--- src/design/usrr_pkg.sv ---
// ----------------------------------------------------------------------------
// usrr_pkg
// Shared types, constants and descriptor ROM for the setup request responder.
// ----------------------------------------------------------------------------
package usrr_pkg;

	// Input beat: one decoded setup packet.
	typedef struct packed {
		logic [7:0]  request_type;
		logic [7:0]  request_code;
		logic [15:0] descriptor_select;
		logic [15:0] max_reply_length;
	} request_t;

	typedef enum logic [1:0] {
		KIND_DATA  = 2'd0,
		KIND_ACK   = 2'd1,
		KIND_STALL = 2'd2
	} kind_t;

	// Output beat: one reply result.
	typedef struct packed {
		kind_t      reply_kind;
		logic [7:0] reply_byte;
		logic       reply_last;
	} reply_t;

	typedef enum logic [2:0] {
		DESC_DEV,
		DESC_CFG,
		DESC_STR0,
		DESC_STR1,
		DESC_STR2
	} desc_t;

	localparam int LEN_W = 6;

	// Command handed from the classifier to the streamer.
	typedef struct packed {
		kind_t              op;
		desc_t              desc;
		logic [LEN_W-1:0]   len;
	} cmd_t;

	typedef enum logic {
		BK_IDLE,
		BK_SEND
	} bk_state_t;

	localparam int QUEUE_DEPTH = 2;

	// Request type field and standard request codes.
	localparam logic [1:0] TYPE_STANDARD = 2'd0;
	localparam logic [1:0] TYPE_RESERVED = 2'd3;
	localparam logic [7:0] REQ_GET_DESCRIPTOR = 8'd6;
	localparam logic [7:0] REQ_SET_CONFIGURATION = 8'd9;
	localparam logic [7:0] REQ_SET_INTERFACE = 8'd11;
	localparam logic [7:0] DT_DEVICE = 8'd1;
	localparam logic [7:0] DT_CONFIG = 8'd2;
	localparam logic [7:0] DT_STRING = 8'd3;

	// Configuration register indexes.
	localparam int CFG_IDX_W = 2;
	localparam logic [CFG_IDX_W-1:0] CFG_VENDOR_ID = 2'd0;
	localparam logic [CFG_IDX_W-1:0] CFG_PRODUCT_ID = 2'd1;
	localparam logic [CFG_IDX_W-1:0] CFG_DEVICE_RELEASE = 2'd2;

	localparam logic [15:0] VENDOR_ID_RESET = 16'h045E;
	localparam logic [15:0] PRODUCT_ID_RESET = 16'h028E;
	localparam logic [15:0] DEVICE_RELEASE_RESET = 16'h0114;

	localparam int DEV_LEN = 18;
	localparam int CFG_LEN = 32;
	localparam int LANG_LEN = 4;
	localparam int MFR_CHARS_N = 22;
	localparam int PROD_CHARS_N = 10;
	localparam int MFR_LEN = 2 + 2 * MFR_CHARS_N;
	localparam int PROD_LEN = 2 + 2 * PROD_CHARS_N;

	// Bytes 8 to 13 are filled from the id registers.
	localparam logic [7:0] DEV_HEAD [DEV_LEN] = '{
		8'd18, 8'd1, 8'h00, 8'h02, 8'hFF, 8'hFF, 8'hFF, 8'd8,
		8'd0, 8'd0, 8'd0, 8'd0, 8'd0, 8'd0,
		8'd1, 8'd2, 8'd0, 8'd1
	};

	localparam logic [7:0] CFG_ROM [CFG_LEN] = '{
		8'd9, 8'd2, 8'd32, 8'd0, 8'd1, 8'd1, 8'd0, 8'hC0, 8'd250,
		8'd9, 8'd4, 8'd0, 8'd0, 8'd2, 8'hFF, 8'h5D, 8'h01, 8'd0,
		8'd7, 8'd5, 8'h81, 8'h03, 8'd32, 8'd0, 8'd4,
		8'd7, 8'd5, 8'h01, 8'h03, 8'd32, 8'd0, 8'd8
	};

	localparam logic [7:0] LANG_ROM [LANG_LEN] = '{8'd4, 8'd3, 8'h09, 8'h04};

	localparam logic [7:0] MFR_CHARS [MFR_CHARS_N] = '{
		8'hA9, 8'h4D, 8'h69, 8'h63, 8'h72, 8'h6F, 8'h73, 8'h6F, 8'h66, 8'h74, 8'h20,
		8'h43, 8'h6F, 8'h72, 8'h70, 8'h6F, 8'h72, 8'h61, 8'h74, 8'h69, 8'h6F, 8'h6E
	};

	localparam logic [7:0] PROD_CHARS [PROD_CHARS_N] = '{
		8'h43, 8'h6F, 8'h6E, 8'h74, 8'h72, 8'h6F, 8'h6C, 8'h6C, 8'h65, 8'h72
	};

	function automatic logic [LEN_W-1:0] desc_len(desc_t d);
		logic [LEN_W-1:0] n;
		case (d)
			DESC_DEV:  n = LEN_W'(DEV_LEN);
			DESC_CFG:  n = LEN_W'(CFG_LEN);
			DESC_STR0: n = LEN_W'(LANG_LEN);
			DESC_STR1: n = LEN_W'(MFR_LEN);
			DESC_STR2: n = LEN_W'(PROD_LEN);
			default:   n = '0;
		endcase
		return n;
	endfunction

	function automatic logic [7:0] desc_byte(desc_t d, logic [LEN_W-1:0] idx,
			logic [15:0] vid, logic [15:0] pid, logic [15:0] rel);
		logic [7:0] b;
		logic [4:0] ch;
		b = '0;
		// String bodies are UTF-16LE: even offsets carry a character, odd ones zero.
		ch = 5'((idx - LEN_W'(2)) >> 1);
		case (d)
			DESC_DEV: begin
				case (idx)
					6'd8:    b = vid[7:0];
					6'd9:    b = vid[15:8];
					6'd10:   b = pid[7:0];
					6'd11:   b = pid[15:8];
					6'd12:   b = rel[7:0];
					6'd13:   b = rel[15:8];
					default: if (idx < LEN_W'(DEV_LEN)) b = DEV_HEAD[idx[4:0]];
				endcase
			end
			DESC_CFG: b = CFG_ROM[idx[4:0]];
			DESC_STR0: b = LANG_ROM[idx[1:0]];
			DESC_STR1: begin
				if (idx == '0) b = 8'(MFR_LEN);
				else if (idx == LEN_W'(1)) b = DT_STRING;
				else if (!idx[0] && ch < 5'(MFR_CHARS_N)) b = MFR_CHARS[ch];
			end
			DESC_STR2: begin
				if (idx == '0) b = 8'(PROD_LEN);
				else if (idx == LEN_W'(1)) b = DT_STRING;
				else if (!idx[0] && ch < 5'(PROD_CHARS_N)) b = PROD_CHARS[ch[3:0]];
			end
			default: b = '0;
		endcase
		return b;
	endfunction

endpackage

--- src/design/usrr_front.sv ---
// ----------------------------------------------------------------------------
// usrr_front
// Decodes a setup packet into a reply command: stall, acknowledge, or a
// descriptor stream with its length already cut to the host's limit.
// ----------------------------------------------------------------------------
module usrr_front (
	input  logic               start,
	input  logic               full,
	input  usrr_pkg::request_t request,
	output logic               busy,
	output logic               push,
	output usrr_pkg::cmd_t     cmd
);

	logic [1:0]                 rtype;
	logic [7:0]                 dtype;
	logic [7:0]                 didx;
	logic                       stall;
	logic                       has_desc;
	usrr_pkg::desc_t            desc;
	logic [usrr_pkg::LEN_W-1:0] dlen;
	logic [usrr_pkg::LEN_W-1:0] len;

	assign busy = full;
	assign push = start && !full;

	assign rtype = request.request_type[6:5];
	assign dtype = request.descriptor_select[15:8];
	assign didx = request.descriptor_select[7:0];

	always_comb begin
		stall = 1'b0;
		has_desc = 1'b0;
		desc = usrr_pkg::DESC_DEV;
		if (rtype == usrr_pkg::TYPE_RESERVED) begin
			stall = 1'b1;
		end else if (rtype == usrr_pkg::TYPE_STANDARD) begin
			case (request.request_code) inside
				usrr_pkg::REQ_GET_DESCRIPTOR: begin
					has_desc = 1'b1;
					case (dtype)
						usrr_pkg::DT_DEVICE: desc = usrr_pkg::DESC_DEV;
						usrr_pkg::DT_CONFIG: desc = usrr_pkg::DESC_CFG;
						usrr_pkg::DT_STRING: begin
							case (didx)
								8'd0:    desc = usrr_pkg::DESC_STR0;
								8'd1:    desc = usrr_pkg::DESC_STR1;
								8'd2:    desc = usrr_pkg::DESC_STR2;
								default: stall = 1'b1;
							endcase
						end
						default: stall = 1'b1;
					endcase
				end
				usrr_pkg::REQ_SET_CONFIGURATION, usrr_pkg::REQ_SET_INTERFACE: ;
				default: stall = 1'b1;
			endcase
		end
	end

	assign dlen = has_desc ? usrr_pkg::desc_len(desc) : '0;

	always_comb begin
		if (request.max_reply_length < 16'(dlen)) begin
			len = request.max_reply_length[usrr_pkg::LEN_W-1:0];
		end else begin
			len = dlen;
		end
	end

	always_comb begin
		cmd.desc = desc;
		cmd.len = len;
		if (stall) begin
			cmd.op = usrr_pkg::KIND_STALL;
		end else if (!request.request_type[7] || len == '0) begin
			cmd.op = usrr_pkg::KIND_ACK;
		end else begin
			cmd.op = usrr_pkg::KIND_DATA;
		end
	end

endmodule

--- src/design/usrr_queue.sv ---
// ----------------------------------------------------------------------------
// usrr_queue
// Small command FIFO between the decoder and the reply streamer.
// ----------------------------------------------------------------------------
module usrr_queue #(
	parameter int DEPTH = usrr_pkg::QUEUE_DEPTH
) (
	input  logic           clk,
	input  logic           arst_n,
	input  logic           push,
	input  usrr_pkg::cmd_t wr_cmd,
	input  logic           pop,
	output usrr_pkg::cmd_t rd_cmd,
	output logic           empty,
	output logic           full
);

	localparam int PTR_W = (DEPTH > 1) ? $clog2(DEPTH) : 1;
	localparam int CNT_W = $clog2(DEPTH + 1);

	usrr_pkg::cmd_t   mem_q [DEPTH];
	logic [PTR_W-1:0] wr_ptr_q;
	logic [PTR_W-1:0] rd_ptr_q;
	logic [CNT_W-1:0] count_q;

	assign empty = (count_q == '0);
	assign full = (count_q == CNT_W'(DEPTH));
	assign rd_cmd = mem_q[rd_ptr_q];

	always_ff @(posedge clk) begin
		if (push) begin
			mem_q[wr_ptr_q] <= wr_cmd;
		end
	end

	always_ff @(posedge clk or negedge arst_n) begin
		if (!arst_n) begin
			wr_ptr_q <= '0;
			rd_ptr_q <= '0;
			count_q <= '0;
		end else begin
			if (push) begin
				wr_ptr_q <= (wr_ptr_q == PTR_W'(DEPTH - 1)) ? '0 : wr_ptr_q + 1'b1;
			end
			if (pop) begin
				rd_ptr_q <= (rd_ptr_q == PTR_W'(DEPTH - 1)) ? '0 : rd_ptr_q + 1'b1;
			end
			if (push && !pop) begin
				count_q <= count_q + 1'b1;
			end else if (pop && !push) begin
				count_q <= count_q - 1'b1;
			end
		end
	end

	a_no_overflow: assert property (@(posedge clk) disable iff (!arst_n)
		!(push && full && !pop)) else $error("command queue overflow");

	a_no_underflow: assert property (@(posedge clk) disable iff (!arst_n)
		!(pop && empty)) else $error("command queue underflow");

	a_count_bound: assert property (@(posedge clk) disable iff (!arst_n)
		count_q <= CNT_W'(DEPTH)) else $error("command queue count out of range");

endmodule

--- src/design/usrr_back.sv ---
// ----------------------------------------------------------------------------
// usrr_back
// Reply streamer: takes commands from the queue and sends one result beat
// per cycle, reading descriptor bytes from the ROM and the id registers.
// ----------------------------------------------------------------------------
module usrr_back (
	input  logic                              clk,
	input  logic                              arst_n,
	input  logic                              cfg_we,
	input  logic [usrr_pkg::CFG_IDX_W-1:0]    cfg_index,
	input  logic [15:0]                       cfg_data,
	input  logic                              empty,
	input  usrr_pkg::cmd_t                    rd_cmd,
	output logic                              pop,
	output logic                              reply_valid,
	output usrr_pkg::reply_t                  reply
);

	usrr_pkg::bk_state_t        state_q;
	usrr_pkg::bk_state_t        state_d;
	usrr_pkg::cmd_t             cmd_q;
	logic [usrr_pkg::LEN_W-1:0] idx_q;
	logic [15:0]                vendor_id_q;
	logic [15:0]                product_id_q;
	logic [15:0]                device_release_q;
	logic                       beat_valid;
	usrr_pkg::reply_t           beat;
	logic                       load;
	logic                       reply_valid_q;
	usrr_pkg::reply_t           reply_q;

	always_ff @(posedge clk or negedge arst_n) begin
		if (!arst_n) begin
			vendor_id_q <= usrr_pkg::VENDOR_ID_RESET;
			product_id_q <= usrr_pkg::PRODUCT_ID_RESET;
			device_release_q <= usrr_pkg::DEVICE_RELEASE_RESET;
		end else if (cfg_we) begin
			case (cfg_index)
				usrr_pkg::CFG_VENDOR_ID:      vendor_id_q <= cfg_data;
				usrr_pkg::CFG_PRODUCT_ID:     product_id_q <= cfg_data;
				usrr_pkg::CFG_DEVICE_RELEASE: device_release_q <= cfg_data;
				default: ;
			endcase
		end
	end

	always_comb begin
		state_d = state_q;
		beat_valid = 1'b0;
		load = 1'b0;
		beat.reply_kind = cmd_q.op;
		beat.reply_byte = '0;
		beat.reply_last = 1'b1;
		case (state_q)
			usrr_pkg::BK_IDLE: begin
				if (!empty) begin
					load = 1'b1;
					state_d = usrr_pkg::BK_SEND;
				end
			end
			usrr_pkg::BK_SEND: begin
				beat_valid = 1'b1;
				if (cmd_q.op == usrr_pkg::KIND_DATA) begin
					beat.reply_byte = usrr_pkg::desc_byte(cmd_q.desc, idx_q,
						vendor_id_q, product_id_q, device_release_q);
					beat.reply_last = (idx_q == cmd_q.len - 1'b1);
				end
				// Chain straight into the next queued command after the final beat.
				if (beat.reply_last) begin
					if (!empty) begin
						load = 1'b1;
					end else begin
						state_d = usrr_pkg::BK_IDLE;
					end
				end
			end
			default: state_d = usrr_pkg::BK_IDLE;
		endcase
	end

	assign pop = load;

	always_ff @(posedge clk or negedge arst_n) begin
		if (!arst_n) begin
			state_q <= usrr_pkg::BK_IDLE;
			reply_valid_q <= 1'b0;
		end else begin
			state_q <= state_d;
			reply_valid_q <= beat_valid;
		end
	end

	always_ff @(posedge clk) begin
		if (load) begin
			cmd_q <= rd_cmd;
			idx_q <= '0;
		end else if (beat_valid) begin
			idx_q <= idx_q + 1'b1;
		end
		reply_q <= beat;
	end

	assign reply_valid = reply_valid_q;
	assign reply = reply_q;

	a_nondata_last: assert property (@(posedge clk) disable iff (!arst_n)
		reply_valid && reply.reply_kind != usrr_pkg::KIND_DATA |-> reply.reply_last)
		else $error("acknowledge or stall beat without last marker");

	a_nondata_zero: assert property (@(posedge clk) disable iff (!arst_n)
		reply_valid && reply.reply_kind != usrr_pkg::KIND_DATA |-> reply.reply_byte == '0)
		else $error("acknowledge or stall beat with nonzero byte");

	a_valid_from_send: assert property (@(posedge clk) disable iff (!arst_n)
		reply_valid |-> $past(state_q) == usrr_pkg::BK_SEND)
		else $error("reply beat without streaming state");

endmodule

--- src/design/usb_setup_request_responder.sv ---
// ----------------------------------------------------------------------------
// usb_setup_request_responder
// Answers decoded USB setup packets from a fixed descriptor ROM.
//
// Input: drive request and raise start; the packet is taken at a clock edge
// where start is high and busy is low. busy rises only when the command
// queue between the decoder and the streamer is full.
// Output: each result beat is on reply for exactly one cycle while
// reply_valid is high; the receiver cannot hold beats off. A packet gives
// either one acknowledge or stall beat, or 1 to 46 data beats (one per
// cycle, the final one with reply_last set).
// Path: when the streamer is idle, a taken packet passes through the queue,
// the streamer's command register and the output register before its first
// beat appears. Throughput is set by the streamer, one beat per cycle, and
// queued packets follow without a gap.
// Configuration: cfg_we writes cfg_data into vendor_id, product_id or
// device_release (indexes 0 to 2) at once; write only while no reply is
// pending. Reset clears the queue and streamer and restores default ids.
// ----------------------------------------------------------------------------
module usb_setup_request_responder #(
	parameter int QUEUE_DEPTH = usrr_pkg::QUEUE_DEPTH
) (
	input  logic                           clk,
	input  logic                           arst_n,
	input  logic                           start,
	input  usrr_pkg::request_t             request,
	output logic                           busy,
	output logic                           reply_valid,
	output usrr_pkg::reply_t               reply,
	input  logic                           cfg_we,
	input  logic [usrr_pkg::CFG_IDX_W-1:0] cfg_index,
	input  logic [15:0]                    cfg_data
);

	logic           push;
	logic           pop;
	logic           empty;
	logic           full;
	usrr_pkg::cmd_t wr_cmd;
	usrr_pkg::cmd_t rd_cmd;

	usrr_front u_front (
		.start   (start),
		.full    (full),
		.request (request),
		.busy    (busy),
		.push    (push),
		.cmd     (wr_cmd)
	);

	usrr_queue #(
		.DEPTH (QUEUE_DEPTH)
	) u_queue (
		.clk    (clk),
		.arst_n (arst_n),
		.push   (push),
		.wr_cmd (wr_cmd),
		.pop    (pop),
		.rd_cmd (rd_cmd),
		.empty  (empty),
		.full   (full)
	);

	usrr_back u_back (
		.clk         (clk),
		.arst_n      (arst_n),
		.cfg_we      (cfg_we),
		.cfg_index   (cfg_index),
		.cfg_data    (cfg_data),
		.empty       (empty),
		.rd_cmd      (rd_cmd),
		.pop         (pop),
		.reply_valid (reply_valid),
		.reply       (reply)
	);

endmodule
--- config.mk ---
export PLATFORM = sky130hd
export DESIGN_NAME = usb_setup_request_responder
export DESIGN_NICKNAME = d
export VERILOG_FILES = /design/src/design/usrr_pkg.sv /design/src/design/usrr_front.sv /design/src/design/usrr_queue.sv /design/src/design/usrr_back.sv /design/src/design/usb_setup_request_responder.sv
export SDC_FILE = /design/constraint.sdc
export NUM_CORES = 1
export LEC_CHECK = 0
export BUFFER_PORTS_ARGS = -buffer_cell sky130_fd_sc_hd__buf_2
export CORE_MARGIN = 5
export CORE_UTILIZATION = 45
export DETAILED_ROUTE_END_ITERATION = 6
export GPL_ROUTABILITY_DRIVEN = 0
export GPL_TIMING_DRIVEN = 0
export PLACE_DENSITY = 0.67
export SLEW_MARGIN = 25
export SYNTH_ARGS = -nofsm -noshare
export SYNTH_HDL_FRONTEND = slang
export SYNTH_HIERARCHICAL = 1
export SYNTH_SLANG_ARGS = --single-unit
--- constraint.sdc ---
create_clock -name clk -period 2.86 [get_ports clk]
set_input_delay 0.143 -clock clk [delete_from_list [all_inputs] [get_ports clk]]
set_output_delay 0.143 -clock clk [all_outputs]
set_load 0.1 [all_outputs]
### After elaboration in Yosys (flattened, before gate mapping)

Memory sizes are Yosys's and may differ from the RTL's. A register that Yosys moved wholly into a read port is not among the register bits.
Index checks and enable logic that the tools add are counted.

* shift-type cells: 0
* $lt $le $gt $ge: 8
* divide/modulo/power cells: 0
* $mul: 0
* reduce and logical (&&, ||, !) cells: 27
* eq/ne operators: 28
* add/subtract/negate cells: 7
* bitwise operators: 5
* multiplexer cells: 53

Operators by type and width (count)
* 8-bit two-way mux: 17
* 8-bit case mux with 6 select lines: 1
* 8-bit case mux with 5 select lines: 1
* 6-bit by 4-bit equality test with 1-bit output (second input constant): 6
* 6-bit case mux with 5 select lines: 1
* 8-bit by 2-bit equality test with 1-bit output (second input constant): 3
* 9-bit two-way mux: 2
* 1-bit two-way mux: 17
* 8-bit binary-select mux with 2-bit select: 1
* 8-bit by 1-bit equality test with 1-bit output (second input constant): 2
* 8-bit by 4-bit equality test with 1-bit output (second input constant): 2
* 16-bit by 6-bit < comparator with 1-bit output: 1
* 3-bit by 2-bit equality test with 1-bit output (second input constant): 4
* 6-bit >= comparator (second input constant): 2
* 6-bit zero test: 2
* 6-bit two-way mux: 2
* 5-bit inverter with 6-bit output: 2
* 3-bit two-way mux: 3
* 3-bit case mux with 3 select lines: 1
* 8-bit by 3-bit equality test with 1-bit output (second input constant): 1
* 2-bit zero test: 4
* 8-bit zero test: 1
* 6-bit by 1-bit adder with 6-bit output (second input constant): 1
* 2-bit equality test (second input constant): 3
* other kinds (29): 48

* register bits after elaboration: 71
* word-level logic and storage cells: 145
* memory bits (read-only): 896
* memories: 5
* memory bits (writable): 22
* bits in latches: 0
* output and inout port bits: 13
* input bits: 70

Memories
* (no name shown): words 32, bits a word 8, read ports 1, clocked after Yosys merged registers in 0, wr ports 0, line usrr_pkg.sv:142 `else if (!idx[0] && ch < 5'(MFR_CHARS_N)) b = MFR_CHARS[ch];`
* (no name shown): words 32, bits a word 8, read ports 1, clocked after Yosys merged registers in 0, wr ports 0, line usrr_pkg.sv:134 `default: if (idx < LEN_W'(DEV_LEN)) b = DEV_HEAD[idx[4:0]];`
* (no name shown): words 32, bits a word 8, read ports 1, clocked after Yosys merged registers in 0, wr ports 0, line usrr_pkg.sv:137 `DESC_CFG: b = CFG_ROM[idx[4:0]];`
* (no name shown): words 16, bits a word 8, read ports 1, clocked after Yosys merged registers in 0, wr ports 0, line usrr_pkg.sv:147 `else if (!idx[0] && ch < 5'(PROD_CHARS_N)) b = PROD_CHARS[ch[3:0]];`
* u_queue.mem_q: words 2, bits a word 11, read ports 1, clocked after Yosys merged registers in 1, wr ports 1, line usrr_queue.sv:21 `usrr_pkg::cmd_t mem_q [DEPTH];`

### Longest topological paths before layout

* word-level depth: 16
* mapped depth: 13
* gate-level depth less buffers: 12

### Cells and area by module

The synthesis kept the hierarchy.

Modules (own cells, without submodules)
* usrr_back: times used 1, area each 4660.7 µm², seq. area each 1939.4 µm², cells each 467
* usrr_queue: times used 1, area each 1016.0 µm², seq. area each 760.7 µm², cells each 50
* usrr_front: times used 1, area each 590.6 µm², seq. area each 0.0 µm², cells each 76

### Least setup slack after synthesis

No wires, ideal clock.

* kind: input -> register
* start: input port request[35] (netlist bit)
* end: memory u_queue/mem_q[0][9] (netlist bit) (data pin)
* buffers on the path: 0
* arrival: 2739 ps
* data required time: 2590 ps
* path slack: -150 ps
* library setup time: 270 ps
* cell stages on the path: 11
* cell sequence: nand4bb_1 -> or4b_4 -> or3_1 -> nand2b_4 -> ha_1 -> o21ai_0 -> nand2b_1 -> a41oi_2 -> mux2_2 -> a21oi_1 -> o31ai_1

RTL lines
* start, declared: line usb_setup_request_responder.sv:26 `input usrr_pkg::request_t request,`
* end, declared: line usrr_queue.sv:21

==> summary.txt <==
Timing
  – Clk_skew: between 0.007 and 0.008 ns
  – Worst-Margin Slew: 0.956 ns
  – Slew margin rel.: 0.361
  – RSZ-0062 raised after global routing: yes
  – Crit share post-route: 1.01
  – Minimum clock period after layout: ~2.9 ns
  – Worst Hold Slack: between 0.05 and 0.06 ns
  – Slew Viols, Final: 0
  – Final worst slack: -0.0356 ns
  – Fmax: 345 MHz
  – Final setup vio count: 2
  – Hold Vio Cnt, Final: 0

Worst setup path
  – Cells along the critical path: buf_6 > nor4_4 > or4b_4 > or3_4 > nand2b_4 > ha_4 > o21ai_2 > nand2b_1 > a41oi_4 > mux2_4 > a21oi_2 > o31ai_2
  – Crit. End Element: flop
  – CP startpoint kind: primary input
  – Crit-path slowest cell: or4b_4
  – CP Class: primary input to flop
  – Worst path arrival time: 2.97 ns
  – Crit path largest cell delay: about 0.56 ns
  – CP max FO: 5
  – CP required: just under 3 ns

Floorplanning
  – Die W: 128 um
  – Die H: ~130 um
  – Number of cell rows: 43
  – Initial Utilization: 0.455
  – # IOs: 83
  – Core Region: 0.0138 mm2
  – Die Footprint: 0.0164 mm2

Route
  – Antenna-violating nets left: 0
  – Vias/cell: just under 6
  – Iter 0 DRT Violations: 473
  – Avg WL per Cell: ~19 um
  – Router iterations before antenna repair: 7
  – Routed wire length: 16400 um
  – Routed vias: between 5000 and 6000
  – # DRC: 4

Global routing
  – Initial antenna violation count: 0
  – Largest net degree at the start of global routing: 55
  – Total track usage: 0.204
  – Total gr overflow: 0
  – First-pass GRT wire length: 26800 um
  – Number of global-route vias before repair: approximately 5300

Synthesis
  – EDFF count, synth: 33
  – Syn Nets: 686
  – Post-synthesis mux area share: 0.154
  – Netlist cell types: 72
  – Synth area leaders: dfrtp_1 16%, edfxtp_1 16%, mux2_2 9.3%
  – Largest family of logic cells by synthesized area: multiplexers
  – Mapped Area: 0.00627 mm2
  – Post-synthesis async set-or-reset flop share: 0.519
  – Synth Area in Compound Gates: 0.153
  – Synth Flop Type: dfrtp_1
  – Synth Area in Adders: 0.0459
  – Synth Instances: about 590
  – Post-synth top area cell: dfrtp_1
  – Flops & latches, synth: about 100
  – Ys Warns: 6
  – Synth Area in Simple Gates: 0.146
  – Top cell type's share of synthesized area: 0.160
  – Sequential element share of the synthesized area: 0.431
  – Syn avg cell area: 10.6 um2
  – Synth Area in XOR/XNOR: 0.0293

Placement
  – Port buffer count: 77
  – DP Worst Slack: -0.529 ns
  – Detailed placement HPWL: 11800 um
  – Placed inst area: 0.00691 mm2

Power
  – Total power divided by cell area: 823 mW/mm2
  – Leakage: 0.00296 uW
  – VDD IR max: 0.000487 V

Final layout
  – Layout Cell Area excl Fill: between 0.007 and 0.008 mm2
  – Layout area overhead: 18.8%
  – Layout cells sized above 1: 0.335
  – # nets final: 783
  – Antenna diodes: 0

Clock network
  – CTS clk-pin slew, worst paths: 0.07 ns
  – Sink Count: between 100 and 150
  – CTS max path bufs: 2
  – Clk root buf: clkbuf_16
  – Skew-Pair Late Insertion Delay: 0.35 ns
  – CTS H-tree lvls: 3
  – CTS Buf Count: 9
  – CTS tree: built

Run
  – Max-Cap Viols: 0

Outcome
  – Failing checks: DRC, setup timing
  – Outcome: finished, violations left

Hold path
  – Worst hold path class: primary input to flop
-- critical path, delay by kind of cell --
family	cells	cell delay, ns
buffers and inverters	1	0.10
adder cells (fa/ha/maj)	1	0.24
AND/OR/NAND/NOR	5	1.53
multiplexers	1	0.34
AO/OA/AOI/OAI	4	0.63
-- routing by layer --
metal | track usage | part of all wire | wire length, um | up-vias
met2 | 0.325 | 0.47 | 7780 | 253
li1 | - | - | - | 2398
met4 | 0.0818 | 0.026 | 425 | 0
met1 | 0.271 | 0.43 | 7020 | 2497
met3 | 0.0425 | 0.072 | 1170 | 35
met5 | 0 | 0 | 0 | -
-- worst paths after layout --
path	startpoint	endpoint	slack [ns]	cells after the start
max in group asynchronous	arst_n	u_back/vendor_id_q[13]	2.01	2
setup / recovery	request[38]	u_queue/mem_q[1][9]	-0.04	12
hold reg to reg	u_back/state_q	u_back/reply_valid	0.38	0
hold / removal	cfg_data[10]	u_back/device_release_q[10]	0.05	2
min in group asynchronous	arst_n	u_queue/wr_ptr_q	0.38	2
setup reg to reg	u_back/idx_q[1]	u_back/reply[5]	0.15	9
-- power by group --
group / switching, uW / internal (uW)
Clock: 539 / 770
Combinational: 1580 / 974
Sequential: 248 / 2020
-- layout make-up --
cell class | instances | area (um2)
plain buffers | 37 | 196
clock buffers | 10 | 229
clock inverters | 6 | 88.8
fillers | 1240 | 6320
inverters | 18 | 75.1
multi-input cells | 432 | 3440
flip-flops and latches | 104 | 2710
well taps | 180 | 225
repair buffers | 88 | 485
-- sequential cells by signal, summed over array words and instances, names as in the netlist, 2 cells and up --
| register | count |
|---|---|
| u_back/reply | 11 |
| u_back/product_id_q | 16 |
| u_back/device_release_q | 16 |
| u_queue/mem_q | 22 |
| u_back/beat | 2 |
| u_queue/count_q | 2 |
| u_back/vendor_id_q | 16 |
| u_back/cmd_q | 9 |
| u_back/idx_q | 6 |
-- through the flow --
stage | total power, uW | setup TNS (ns) | utilization | std cells
final | 6130 | -0.0708 | 0.541 | 875
after global routing | 6470 | -1.08 | 0.541 | 875
after CTS | 6070 | -0.142 | 0.531 | 871
after detailed placement | 4710 | -8.05 | 0.502 | 850
after global placement | 4630 | -6.45 | 0.501 | 850
after floorplan | 4080 | -0.112 | - | 593
-- Yosys cell counts (all sizes together), types with 17 or more instances --
master and number:
inv 18, buf 17, a22oi 20, dfrtp 40, mux2 63, mux2i 17
dfxtp 17, clkbuf 22, ha 23, a21oi 27, o21ai 23, edfxtp 33
nand2 42, nor2 36, a31oi 18
-- timing repair --
item | in CTS | in global routing
pin swaps | 1 | 12
setup buffers | 4 | 6
setup endpoints to repair | 16 | 22
gates resized for setup | 13 | 32
hold endpoints to repair | 40 | 0
hold buffers | 1 | 0
-- cell families after synthesis --
family / after synthesis
simple gates: 167
compound gates: 139
flops: 104
mux: 82
buf+inv: 57
fa+ha+maj: 23
xor+xnor: 21
-- cell usage in the layout (no fill, tap or decap), types with 4 or more instances in the layout --
master / synthesis / layout
a21oi_1: 26 / 25
a22oi_1: 20 / 20
a311oi_1: 5 / 5
a31oi_1: 17 / 17
buf_2: 8 / 81
buf_4: 2 / 14
buf_6: 3 / 6
clkbuf_1: 22 / 17
clkbuf_16: 0 / 9
dfrtp_1: 40 / 40
dfstp_2: 14 / 14
dfxtp_1: 17 / 15
edfxtp_1: 33 / 33
ha_1: 23 / 19
inv_1: 17 / 14
mux2_2: 52 / 51
mux2_4: 11 / 12
mux2i_1: 17 / 17
nand2_1: 42 / 42
nand2b_1: 7 / 7
nand3_1: 6 / 6
nand3b_1: 5 / 5
nand4_1: 4 / 4
nor2_1: 36 / 35
nor2b_1: 14 / 14
nor3_1: 13 / 13
nor4_1: 6 / 4
o21ai_0: 23 / 22
o22ai_1: 6 / 6
o31ai_1: 5 / 4
or3_1: 7 / 5
xnor2_1: 8 / 7
xor2_1: 13 / 13
Note: power is estimated with default switching activity, not from simulation.
